--- src/hdl/rtidq_pkg.sv ---
// Package for the record table block: record layout, operation codes and
// controller states. It depends on nothing and is used by record_table_insert_delete_query.
package rtidq_pkg;

   localparam int unsigned CODE_W  = 16;
   localparam int unsigned YEAR_W  = 12;
   localparam int unsigned PRICE_W = 24;
   localparam int unsigned COUNT_W = 7;

   typedef struct packed {
      logic [CODE_W-1:0]  code;
      logic [YEAR_W-1:0]  year;
      logic [PRICE_W-1:0] price;
   } rec_type;

   localparam int unsigned REC_W = $bits(rec_type);

   typedef enum logic [1:0] {
      FUNC_INSERT = 2'd0,
      FUNC_DELETE = 2'd1,
      FUNC_YEAR   = 2'd2,
      FUNC_RANGE  = 2'd3
   } func_type;

   typedef enum logic [1:0] {
      ST_IDLE,
      ST_SCAN,
      ST_FINISH
   } state_type;

endpackage

--- src/hdl/rtidq_ram.sv ---
// Generic single-clock RAM with one write port and one registered read port.
// It depends on nothing.
module rtidq_ram #(
   parameter int unsigned WIDTH = 52,
   parameter int unsigned DEPTH = 64
) (
   input  logic                                    clock,
   input  logic                                    wr_en,
   input  logic [(DEPTH > 1 ? $clog2(DEPTH) : 1)-1:0] wr_addr,
   input  logic [WIDTH-1:0]                        wr_data,
   input  logic                                    rd_en,
   input  logic [(DEPTH > 1 ? $clog2(DEPTH) : 1)-1:0] rd_addr,
   output logic [WIDTH-1:0]                        rd_data
);

   logic [WIDTH-1:0] mem [DEPTH];
   logic [WIDTH-1:0] rd_data_ff;

   always_ff @(posedge clock) begin
      if (wr_en) begin
         mem[wr_addr] <= wr_data;
      end
      if (rd_en) begin
         rd_data_ff <= mem[rd_addr];
      end
   end

   assign rd_data = rd_data_ff;

endmodule

--- src/hdl/record_table_insert_delete_query.sv ---
// Top level of the record table: controller, scan sequencer and result register.
// It depends on rtidq_pkg and instantiates rtidq_ram for the record storage.
//
// Each request item carries an operation in req_tuser and its operands in
// req_tdata. Insert appends a record, delete removes the first record with a
// matching code and closes the gap, and the two queries return every matching
// record in table order. Every request yields at least one response item, and
// the final one has rsp_tlast set.
// A request is taken only while the controller is idle. Insert, and any request
// on an empty table, go straight to the final response item. Delete and the
// queries read the table through the single RAM read port, one entry per cycle
// while the output is not stalled; a delete writes each later entry one place
// down as it streams past.
// Response items leave from an output register, so a new request may be taken
// while the last response still waits. When the receiver stalls, the scan
// holds its place and resumes without loss.
// Reset empties the table at once by clearing the count; the RAM keeps its
// contents, and entries at or above the count are never read.
module record_table_insert_delete_query
   import rtidq_pkg::*;
#(
   parameter int unsigned TABLE_DEPTH = 64
) (
   input  logic         clock,
   input  logic         reset,
   input  logic         req_tvalid,
   output logic         req_tready,
   // Fields from bit 0: item_code, item_year, item_price, price_low,
   // price_high, four zero bits.
   input  logic [103:0] req_tdata,
   // Fields from bit 0: func.
   input  logic [1:0]   req_tuser,
   output logic         rsp_tvalid,
   input  logic         rsp_tready,
   // Fields from bit 0: out_code, out_year, out_price, stored_count, five
   // zero bits.
   output logic [63:0]  rsp_tdata,
   // Fields from bit 0: status, hit.
   output logic [1:0]   rsp_tuser,
   output logic         rsp_tlast
);

   localparam int unsigned AW = TABLE_DEPTH > 1 ? $clog2(TABLE_DEPTH) : 1;
   localparam int unsigned CW = $clog2(TABLE_DEPTH + 1);

   state_type state_ff, state_in;

   logic [CW-1:0]      count_ff;
   func_type           func_ff;
   logic [CODE_W-1:0]  code_ff;
   logic [YEAR_W-1:0]  year_ff;
   logic [PRICE_W-1:0] plo_ff;
   logic [PRICE_W-1:0] phi_ff;
   logic               status_ff;
   logic               pend_vld_ff;
   rec_type            pend_rec_ff;
   logic [CW-1:0]      rd_idx_ff;
   logic               dat_vld_ff;
   logic [AW-1:0]      dat_idx_ff;

   logic               rsp_vld_ff;
   rec_type            rsp_rec_ff;
   logic               rsp_hit_ff;
   logic               rsp_status_ff;
   logic               rsp_last_ff;
   logic [COUNT_W-1:0] rsp_cnt_ff;

   func_type           req_func;
   rec_type            req_rec;
   rec_type            rd_rec;
   logic [REC_W-1:0]   rd_data;
   logic               req_fire;
   logic               out_free;
   logic               full;
   logic               is_query;
   logic               match;
   logic               del_match;
   logic               need_push;
   logic               proceed;
   logic               last_dat;
   logic               rd_en;
   logic               wr_en;
   logic [AW-1:0]      wr_addr;
   rec_type            wr_rec;
   logic               push_mid;
   logic               push_fin;

   assign req_func       = func_type'(req_tuser);
   assign req_rec.code   = req_tdata[15:0];
   assign req_rec.year   = req_tdata[27:16];
   assign req_rec.price  = req_tdata[51:28];
   assign rd_rec         = rec_type'(rd_data);

   assign req_tready = (state_ff == ST_IDLE);
   assign req_fire   = req_tvalid && req_tready;
   assign out_free   = !rsp_vld_ff || rsp_tready;
   assign full       = (count_ff >= CW'(TABLE_DEPTH));
   assign is_query   = (func_ff == FUNC_YEAR) || (func_ff == FUNC_RANGE);
   assign del_match  = (rd_rec.code == code_ff);
   assign match      = (func_ff == FUNC_YEAR) ? (rd_rec.year == year_ff)
                     : ((rd_rec.price >= plo_ff) && (rd_rec.price <= phi_ff));
   assign need_push  = dat_vld_ff && is_query && match && pend_vld_ff;
   assign proceed    = !need_push || out_free;
   assign last_dat   = dat_vld_ff && (CW'(dat_idx_ff) == (count_ff - CW'(1)));
   assign rd_en      = (state_ff == ST_SCAN) && proceed && (rd_idx_ff < count_ff);
   assign push_mid   = (state_ff == ST_SCAN) && need_push && out_free;
   assign push_fin   = (state_ff == ST_FINISH) && out_free;

   rtidq_ram #(
      .WIDTH (REC_W),
      .DEPTH (TABLE_DEPTH)
   ) u_store (
      .clock   (clock),
      .wr_en   (wr_en),
      .wr_addr (wr_addr),
      .wr_data (wr_rec),
      .rd_en   (rd_en),
      .rd_addr (rd_idx_ff[AW-1:0]),
      .rd_data (rd_data)
   );

   always_comb begin
      state_in = state_ff;
      unique case (state_ff)
         ST_IDLE: begin
            if (req_fire) begin
               if ((req_func == FUNC_INSERT) || (count_ff == '0)) begin
                  state_in = ST_FINISH;
               end else begin
                  state_in = ST_SCAN;
               end
            end
         end
         ST_SCAN: begin
            if (last_dat && proceed) begin
               state_in = ST_FINISH;
            end
         end
         ST_FINISH: begin
            if (out_free) begin
               state_in = ST_IDLE;
            end
         end
         default: state_in = ST_IDLE;
      endcase
   end

   always_comb begin
      wr_en   = 1'b0;
      wr_addr = count_ff[AW-1:0];
      wr_rec  = req_rec;
      unique case (state_ff)
         ST_IDLE: begin
            wr_en = req_fire && (req_func == FUNC_INSERT) && !full;
         end
         ST_SCAN: begin
            wr_en   = dat_vld_ff && (func_ff == FUNC_DELETE) && pend_vld_ff;
            wr_addr = dat_idx_ff - AW'(1);
            wr_rec  = rd_rec;
         end
         ST_FINISH: begin
            wr_en = 1'b0;
         end
         default: wr_en = 1'b0;
      endcase
   end

   always_ff @(posedge clock) begin
      if (reset) begin
         state_ff    <= ST_IDLE;
         count_ff    <= '0;
         pend_vld_ff <= 1'b0;
         dat_vld_ff  <= 1'b0;
         rsp_vld_ff  <= 1'b0;
      end else begin
         state_ff <= state_in;

         if (req_fire) begin
            func_ff     <= req_func;
            code_ff     <= req_rec.code;
            year_ff     <= req_rec.year;
            plo_ff      <= req_tdata[75:52];
            phi_ff      <= req_tdata[99:76];
            status_ff   <= (req_func == FUNC_INSERT) && full;
            pend_vld_ff <= 1'b0;
            rd_idx_ff   <= '0;
            dat_vld_ff  <= 1'b0;
            if ((req_func == FUNC_INSERT) && !full) begin
               count_ff <= count_ff + CW'(1);
            end
         end

         if ((state_ff == ST_SCAN) && proceed) begin
            dat_vld_ff <= rd_en;
            if (rd_en) begin
               rd_idx_ff  <= rd_idx_ff + CW'(1);
               dat_idx_ff <= rd_idx_ff[AW-1:0];
            end
            if (dat_vld_ff) begin
               if (func_ff == FUNC_DELETE) begin
                  if (!pend_vld_ff && del_match) begin
                     pend_vld_ff <= 1'b1;
                     pend_rec_ff <= rd_rec;
                  end
                  if (last_dat && (pend_vld_ff || del_match)) begin
                     count_ff <= count_ff - CW'(1);
                  end
               end else if (match) begin
                  pend_vld_ff <= 1'b1;
                  pend_rec_ff <= rd_rec;
               end
            end
         end

         if (push_mid) begin
            rsp_vld_ff    <= 1'b1;
            rsp_rec_ff    <= pend_rec_ff;
            rsp_hit_ff    <= 1'b1;
            rsp_status_ff <= 1'b0;
            rsp_last_ff   <= 1'b0;
            rsp_cnt_ff    <= COUNT_W'(count_ff);
         end else if (push_fin) begin
            rsp_vld_ff    <= 1'b1;
            rsp_rec_ff    <= pend_vld_ff ? pend_rec_ff : '0;
            rsp_hit_ff    <= pend_vld_ff;
            rsp_status_ff <= status_ff;
            rsp_last_ff   <= 1'b1;
            rsp_cnt_ff    <= COUNT_W'(count_ff);
         end else if (rsp_tready) begin
            rsp_vld_ff <= 1'b0;
         end
      end
   end

   assign rsp_tvalid = rsp_vld_ff;
   assign rsp_tdata  = {5'b0, rsp_cnt_ff, rsp_rec_ff.price, rsp_rec_ff.year,
                        rsp_rec_ff.code};
   assign rsp_tuser  = {rsp_hit_ff, rsp_status_ff};
   assign rsp_tlast  = rsp_last_ff;

   a_count_bound : assert property (@(posedge clock) disable iff (reset)
      count_ff <= CW'(TABLE_DEPTH))
      else $error("Record count is above the table depth.");

   a_read_in_range : assert property (@(posedge clock) disable iff (reset)
      rd_en |-> (rd_idx_ff < count_ff))
      else $error("Scan read past the last held record.");

   a_no_write_finish : assert property (@(posedge clock) disable iff (reset)
      (state_ff == ST_FINISH) |-> !wr_en)
      else $error("Table written while the final item is pending.");

   a_finish_to_idle : assert property (@(posedge clock) disable iff (reset)
      push_fin |=> (state_ff == ST_IDLE) && rsp_tvalid && rsp_tlast)
      else $error("Final item did not end the operation.");

   a_stall_holds_scan : assert property (@(posedge clock) disable iff (reset)
      ((state_ff == ST_SCAN) && !proceed) |=> $stable(rd_idx_ff) && dat_vld_ff)
      else $error("Scan moved while the output was stalled.");

endmodule
--- config.mk ---
export PLATFORM = sky130hd
export DESIGN_NAME = record_table_insert_delete_query
export DESIGN_NICKNAME = d
export VERILOG_FILES = /design/src/hdl/rtidq_pkg.sv /design/src/hdl/rtidq_ram.sv /design/src/hdl/record_table_insert_delete_query.sv
export SDC_FILE = /design/constraint.sdc
export NUM_CORES = 2
export LEC_CHECK = 0
export BUFFER_PORTS_ARGS = -buffer_cell sky130_fd_sc_hd__buf_2
export CAP_MARGIN = 10
export CORE_MARGIN = 10
export CORE_UTILIZATION = 35
export CTS_CLUSTER_DIAMETER = 40
export DETAILED_ROUTE_END_ITERATION = 10
export PLACE_DENSITY = 0.56
export SLEW_MARGIN = 25
export SYNTH_ARGS = -nofsm -noshare
export SYNTH_HDL_FRONTEND = slang
export SYNTH_SLANG_ARGS = --single-unit
--- constraint.sdc ---
create_clock -name clock -period 7.1 [get_ports clock]
set_input_delay 0 -clock clock [delete_from_list [all_inputs] [get_ports clock]]
set_output_delay 0 -clock clock [all_outputs]
set_load 0.02 [all_outputs]
## After elaboration in Yosys (flattened, before gate mapping)

Memory sizes are Yosys's and may differ from the RTL's. A register that Yosys moved wholly into a read port is not among the register bits.
Index checks and enable logic that the tools add are counted.

- Register bits: 218
- RAM bits: 3328
- Input port bits: 110
- Logic and storage cells: 128
- Memories: 1

- Add/subtract/negate cells: 4
- Magnitude comparators: 4
- Equal/unequal tests: 12
- Mux-type cells: 42
- Bitwise gates (word level): 1
- Reduce and logical (&&, ||, !) cells: 41

Memories:

| name | words | bits a word | rd ports | clocked after memory_dff | wr ports | RTL line | source |
|---|---|---|---|---|---|---|---|
| u_store.mem | 64 | 52 | 1 | 1 | 1 | rtidq_ram.sv:16 | `logic [WIDTH-1:0] mem [DEPTH];` |

Operator list:

| operator | number |
|---|---|
| $mux W52 | 7 |
| $mux W7 | 11 |
| $ge A24 B24 Y1 | 1 |
| $le A24 B24 Y1 | 1 |
| $logic_and A1 B1 Y1 | 20 |
| $mux W1 | 17 |
| $eq A16 B16 Y1 | 1 |
| $add A7 B1 Y7 const B | 2 |
| $eq A12 B12 Y1 | 1 |
| $mux W2 | 4 |
| $eq A6 B7 Y1 | 1 |
| $ge A7 B7 Y1 const B | 1 |
| $logic_not A7 Y1 | 1 |
| $lt A7 B7 Y1 | 1 |
| $sub A7 B1 Y7 const B | 1 |
| $eq A2 B2 Y1 const B | 3 |
| $mux W6 | 1 |
| $ne A2 B1 Y1 const B | 3 |
| $pmux W2 S3 | 1 |
| $reduce_and A3 Y1 | 2 |
| $reduce_bool A2 Y1 | 3 |
| $sub A6 B1 Y6 const B | 1 |
| $logic_or A1 B1 Y1 | 5 |
| $reduce_and A5 Y1 | 1 |
| other kinds (8) | 14 |

## Longest topological paths before layout

- Word-level depth: 11
- Depth in mapped cells: 10

## Hierarchy

A second synthesis with hierarchy kept.

- Cells, all modules: 6244
- Area total of the unflattened synthesis: 137630.7 um2

Modules (own cells, without submodules):

| module | instances | cells an instance | area an instance (um2) |
|---|---|---|---|
| rtidq_ram | 1 | 5410 | 127444.7 |
| record_table_insert_delete_query | 1 | 834 | 10186.0 |

## Least setup slack after synthesis

Ideal clock, no wire load.

- Path kind: register -> register
- Start point: reg u_store.rd_data_ff[1], in the netlist u_store.rd_data[1] (read register of u_store.mem)
- End point: reg rsp_cnt_ff[0] (enable)
- Library setup time: 0.575 ns
- Arrival time: 6.148 ns
- Setup slack: 0.377 ns
- Stages on the path, launching flop included: 9
- Buffers on the path: 0
- Period minus slack after synthesis: 6.723 ns
- Path through: edfxtp_1 -> ha_1 -> nor2b_1 -> o211ai_1 -> a21oi_1 -> o31ai_1 -> a21o_1 -> nand4_1 -> a211oi_1

- Cells in the longest elaborated chain, start to end: 9

RTL lines:

| what | RTL line | source |
|---|---|---|
| start: declaration | rtidq_ram.sv:17 | `logic [WIDTH-1:0] rd_data_ff;` |
| $ge A24 B24 Y1 or $le A24 B24 Y1 (tied branches) | record_table_insert_delete_query.sv:101 | `: ((rd_rec.price >= plo_ff) && (rd_rec.price <= phi_ff));` |
| $logic_and A1 B1 Y1 * | record_table_insert_delete_query.sv:101 |  |
| $mux W1 * | record_table_insert_delete_query.sv:100 | `assign match = (func_ff == FUNC_YEAR) ? (rd_rec.year == year_ff)` |
| $logic_and A1 B1 Y1 * (2 in a row) | record_table_insert_delete_query.sv:102 | `assign need_push = dat_vld_ff && is_query && match && pend_vld_ff;` |
| $logic_and A1 B1 Y1 * (2 in a row) | record_table_insert_delete_query.sv:106 | `assign push_mid = (state_ff == ST_SCAN) && need_push && out_free;` |
| $reduce_bool A2 Y1 (no line) * | - |  |
| $reduce_and A2 Y1 (no line) * | - |  |
| end signal: assignment | record_table_insert_delete_query.sv:221 | `rsp_cnt_ff <= COUNT_W'(count_ff);` |
| end signal: assignment | record_table_insert_delete_query.sv:228 | `rsp_cnt_ff <= COUNT_W'(count_ff);` |
| end: declaration | record_table_insert_delete_query.sv:66 | `logic [COUNT_W-1:0] rsp_cnt_ff;` |

Mark *: on every way between the ends. The rest lies on a longest branch, timed or not.
A chain may end at the register's enable or synchronous reset.

## Worst setup path in the final report

- Start point: reg state_ff[0]
- End point: mem u_store.mem[63][27] (enable)

- Cells in the longest elaborated chain, start to end: 7

RTL lines:

| what | RTL line | source |
|---|---|---|
| start: declaration | record_table_insert_delete_query.sv:46 | `state_type state_ff, state_in;` |
| start signal: assignment | record_table_insert_delete_query.sv:176 | `state_ff <= state_in;` |
| $logic_not A2 Y1 | record_table_insert_delete_query.sv:94, record_table_insert_delete_query.sv:152 |  |
| $logic_and A1 B1 Y1 | record_table_insert_delete_query.sv:95 | `assign req_fire = req_tvalid && req_tready;` |
| $logic_and A1 B1 Y1 (2 in a row) | record_table_insert_delete_query.sv:154 | `wr_en = req_fire && (req_func == FUNC_INSERT) && !full;` |
| $pmux W1 S2 | record_table_insert_delete_query.sv:152 | `unique case (state_ff)` |
| $mux W1 | rtidq_ram.sv:20 | `if (wr_en) begin` |
| $mux W1 (not written as such) | rtidq_ram.sv:21 | `mem[wr_addr] <= wr_data;` |
| end: declaration | rtidq_ram.sv:16 |  |

Parallel ways exist; a longest one is shown, timed or not.

==> flow_summary_export.csv <==
group,metric,value,unit
sta,clock_skew,0.0776,ns
job,maxCapViolCount,0,
hold_path,hp-start,"req_tuser[1]",
power,netSwitchingFraction,21.8,%
power,p_sw,10.7,mW
clocking,cts_buffers,443,
synthesis,synth_warnings,0,
power,clock_power_share,46.3,%
global_route,grtUsageTotal,17.7,%
final_layout,finalNetCount,6600,
synthesis,synth.distinct_cells,55,
global_route,grt_pass1_wl,529000,µm
hold_path,min_to,"func_ff[1]",
floorplan,core-area,0.392,mm²
synthesis,synth_area_leaders,"edfxtp_1 (78%), mux4_2 (18%), nand2_1 (0.55%)",
clocking,cts-root-buf,"clkbuf_16",
place,place_area,0.147,mm²
clocking,clockBufferDepth,4,
sta,fin_setup_tns,0,ns
floorplan,die_x,647,µm
floorplan,ios,179,
routing,wirelength,378000,µm
synthesis,seq_area_frac_synth,78.4,%
sta,timing.final.crit_share,70.6,%
final_layout,finalNonFillerCells,12000,
sta,hold_slack,0.0932,ns
synthesis,async_flop_share,0,%
power,peakVddDrop,0.212,mV
routing,vias_per_cell,5.41,
global_route,grt_pass1_vias,67400,
clocking,clk_latency,0.98,ns
floorplan,die_y,647,µm
global_route,grt_overflow_total,0,
synthesis,syn_inst,5672,
clocking,path_clk_slew,0.06,ns
synthesis,synth_top_area_cell,"edfxtp_1",
power,p_int,38.4,mW
clocking,post_cts_buffers,0,
final_layout,multi_input_area,0.0289,mm²
power,leakage,51.1,nW
routing,via_count,65100,
worst_setup_path,r2r_slack,2.09,ns
synthesis,synth_top_cell_area_share,78.3,%
worst_setup_path,path_max_fanout,25,
worst_setup_path,reg2reg_from,"state_ff[0]",
routing,drtIter0Drc,8198,
place,gp_congestion,0.787,
worst_setup_path,critPathLaunch,"state_ff[0]",
routing,ant_nets,0,
worst_setup_path,critPathKind,"flop to flop",
worst_setup_path,cp-end-kind,"flop",
synthesis,ys.flop_type,"edfxtp_1",
floorplan,placement_rows,230,
worst_setup_path,regToRegEndpoint,"u_store.mem[63][27]",
worst_setup_path,cp.arrival,5.58,ns
final_layout,design_area,0.164,mm²
synthesis,synth_edf_count,3586,
final_layout,synthToLayoutAreaGrowth,19.0,%
sta,rsz0062_at_grt,"no",
routing,dr.pass1.iters,7,
clocking,htreeDepth,5,
routing,wl_per_cell,31.4,µm
sta,hold_viol_final,0,
synthesis,post_synth.cell_area_avg,24.3,µm²
sta,max_freq,199,MHz
final_layout,num-fill-cells,33600,
floorplan,fp.dieArea,0.419,mm²
clocking,cts_tree,"built",
sta,worstMarginPinSlew,1.14,ns
run_status,status,"complete, no violations",
routing,wl_met2,189000,µm
worst_setup_path,cp.required,7.66,ns
sta,min_period,5.01,ns
place,place_inst,11000,
final_layout,drive_gt1_share,33.9,%
global_route,grt_max_degree,152,
hold_path,hold_class,"primary input to flop",
sta,final-max-slew-violation-count,0,
power,powerDensity,300,mW/mm²
sta,setup_violations,0,
power,pwr-share-comb,5.7,%
final_layout,seq_area,0.108,mm²
floorplan,initial_core_util,35.1,%
worst_setup_path,cp-start-kind,"flop",
routing,wl_met1,150000,µm
routing,met3WireLength,25900,µm
place,pre_cts_ws,2.17,ns
routing,highest_layer,"met4",
synthesis,netlist_area,0.138,mm²
synthesis,ys_ff_latch,3598,
place,dp_hpwl,203000,µm
hold_path,holdPathStages,2,
place,portBuffers,169,
sta,slew_headroom,24.3,%
power,finalPower,49.2,mW
sta,setup_ws,2.09,ns
power,p_seq_share,48.0,%
clocking,clock-sinks,3598,
global_route,antenna_found_initial,9,
worst_setup_path,reg2reg_depth,7,
routing,drc,0,
final_layout,final_util,41.8,%
## cell usage after synthesis (8+ instances only)
library cell,number
o21ai_0,18
a21oi_1,32
nand2b_1,8
dfxtp_1,12
xor2_1,12
nand2_1,201
nor3_1,17
inv_1,64
ha_1,58
xnor2_1,28
clkbuf_1,183
edfxtp_1,3586
mux4_2,1092
buf_1,89
and2_1,54
nor4_1,8
nor2_1,93
nand4_1,18
## area by class of cell
class | instances | area share [%]
Antenna cell | 10 | 0.0153
Timing Repair Buffer | 594 | 3.07
Inverter | 64 | 0.150
Clock inverter | 326 | 2.29
Clock buffer | 497 | 6.92
Tap cell | 5220 | 3.99
Sequential cell | 3598 | 65.9
Multi-Input combinational cell | 1731 | 17.6
## cell usage in the layout, fill, tap and decap left out, drive strengths merged, types with 8 or more instances in the layout
master and n:
nor3 17, nand2 201, xnor2 28, mux4 1092, nand4 18, o21ai 18, nor4 8, a21oi 33
clkbuf 497, nand2b 8, ha 58, dfxtp 12, dlygate4sd3 182, clkinv 156, and2 54, bufinv 54
buf 412, clkinvlp 58, xor2 12, edfxtp 3586, nor2 93, diode 10, inv 122
## metal layers
metal  vias to the layer above  GRT usage, %
li1                      26000             -
met1                     35800          23.5
met2                      2657          29.9
met3                       650          2.96
met4                         0          5.80
met5                         -             0
## state kept, by name, indices dropped and copies added (netlist names), 12 cells and up
name and cells:
plo_ff 24, u_store.mem 3328, u_store.rd_data 52, code_ff 16
phi_ff 24, year_ff 12, pend_rec_ff 52, rsp_tdata 52
## worst max path at each step
stage                                     end  slack, ns  cells after the start
after floorplan                 rsp_cnt_ff[0]       0.38                      8
after global placement    u_store.rd_data[30]       2.17                      9
after detailed placement  u_store.mem[63][34]       2.17                      7
after CTS                 u_store.mem[63][19]       2.16                      7
after global routing      u_store.mem[63][35]       1.94                      7
final                     u_store.mem[63][27]       2.09                      7
## worst max-delay path, stage by stage (launching register included)
cell and delay [ns]:
dfxtp_1 0.39, or3b_2 0.65, nor4_1 0.57, a31oi_1 0.13
o31ai_1 0.47, nand2_1 0.63, nor2_4 0.97, buf_4 0.69
## power by group through the flow
stage               logic, mW  registers [mW]  clock network [mW]
CTS                      2.83            23.6                23.2
global placement         2.70            24.0                   0
floorplan                1.80            24.1                   0
finish                   2.78            23.6                22.8
detailed placement       2.74            24.0                   0
global route             2.97            23.6                24.0
## cell families after synthesis
family | synth area share, %
AOI/OAI and AO/OA | 0.480
xor gates and xnor gates | 0.255
adders and majority gates | 0.527
buffers and inverters | 0.974
DFF | 78.4
muxes | 17.9
other | 0.00273
and+or+nand+nor | 1.39
## timing repair
| item | 4_1_cts | 5_1_grt |
|---|---|---|
| gates resized for setup | 0 | 0 |
| hold buffers | 182 | 0 |
| endpoints found under the hold margin | 3469 | 0 |
Power figures use the tool's default switching activity.
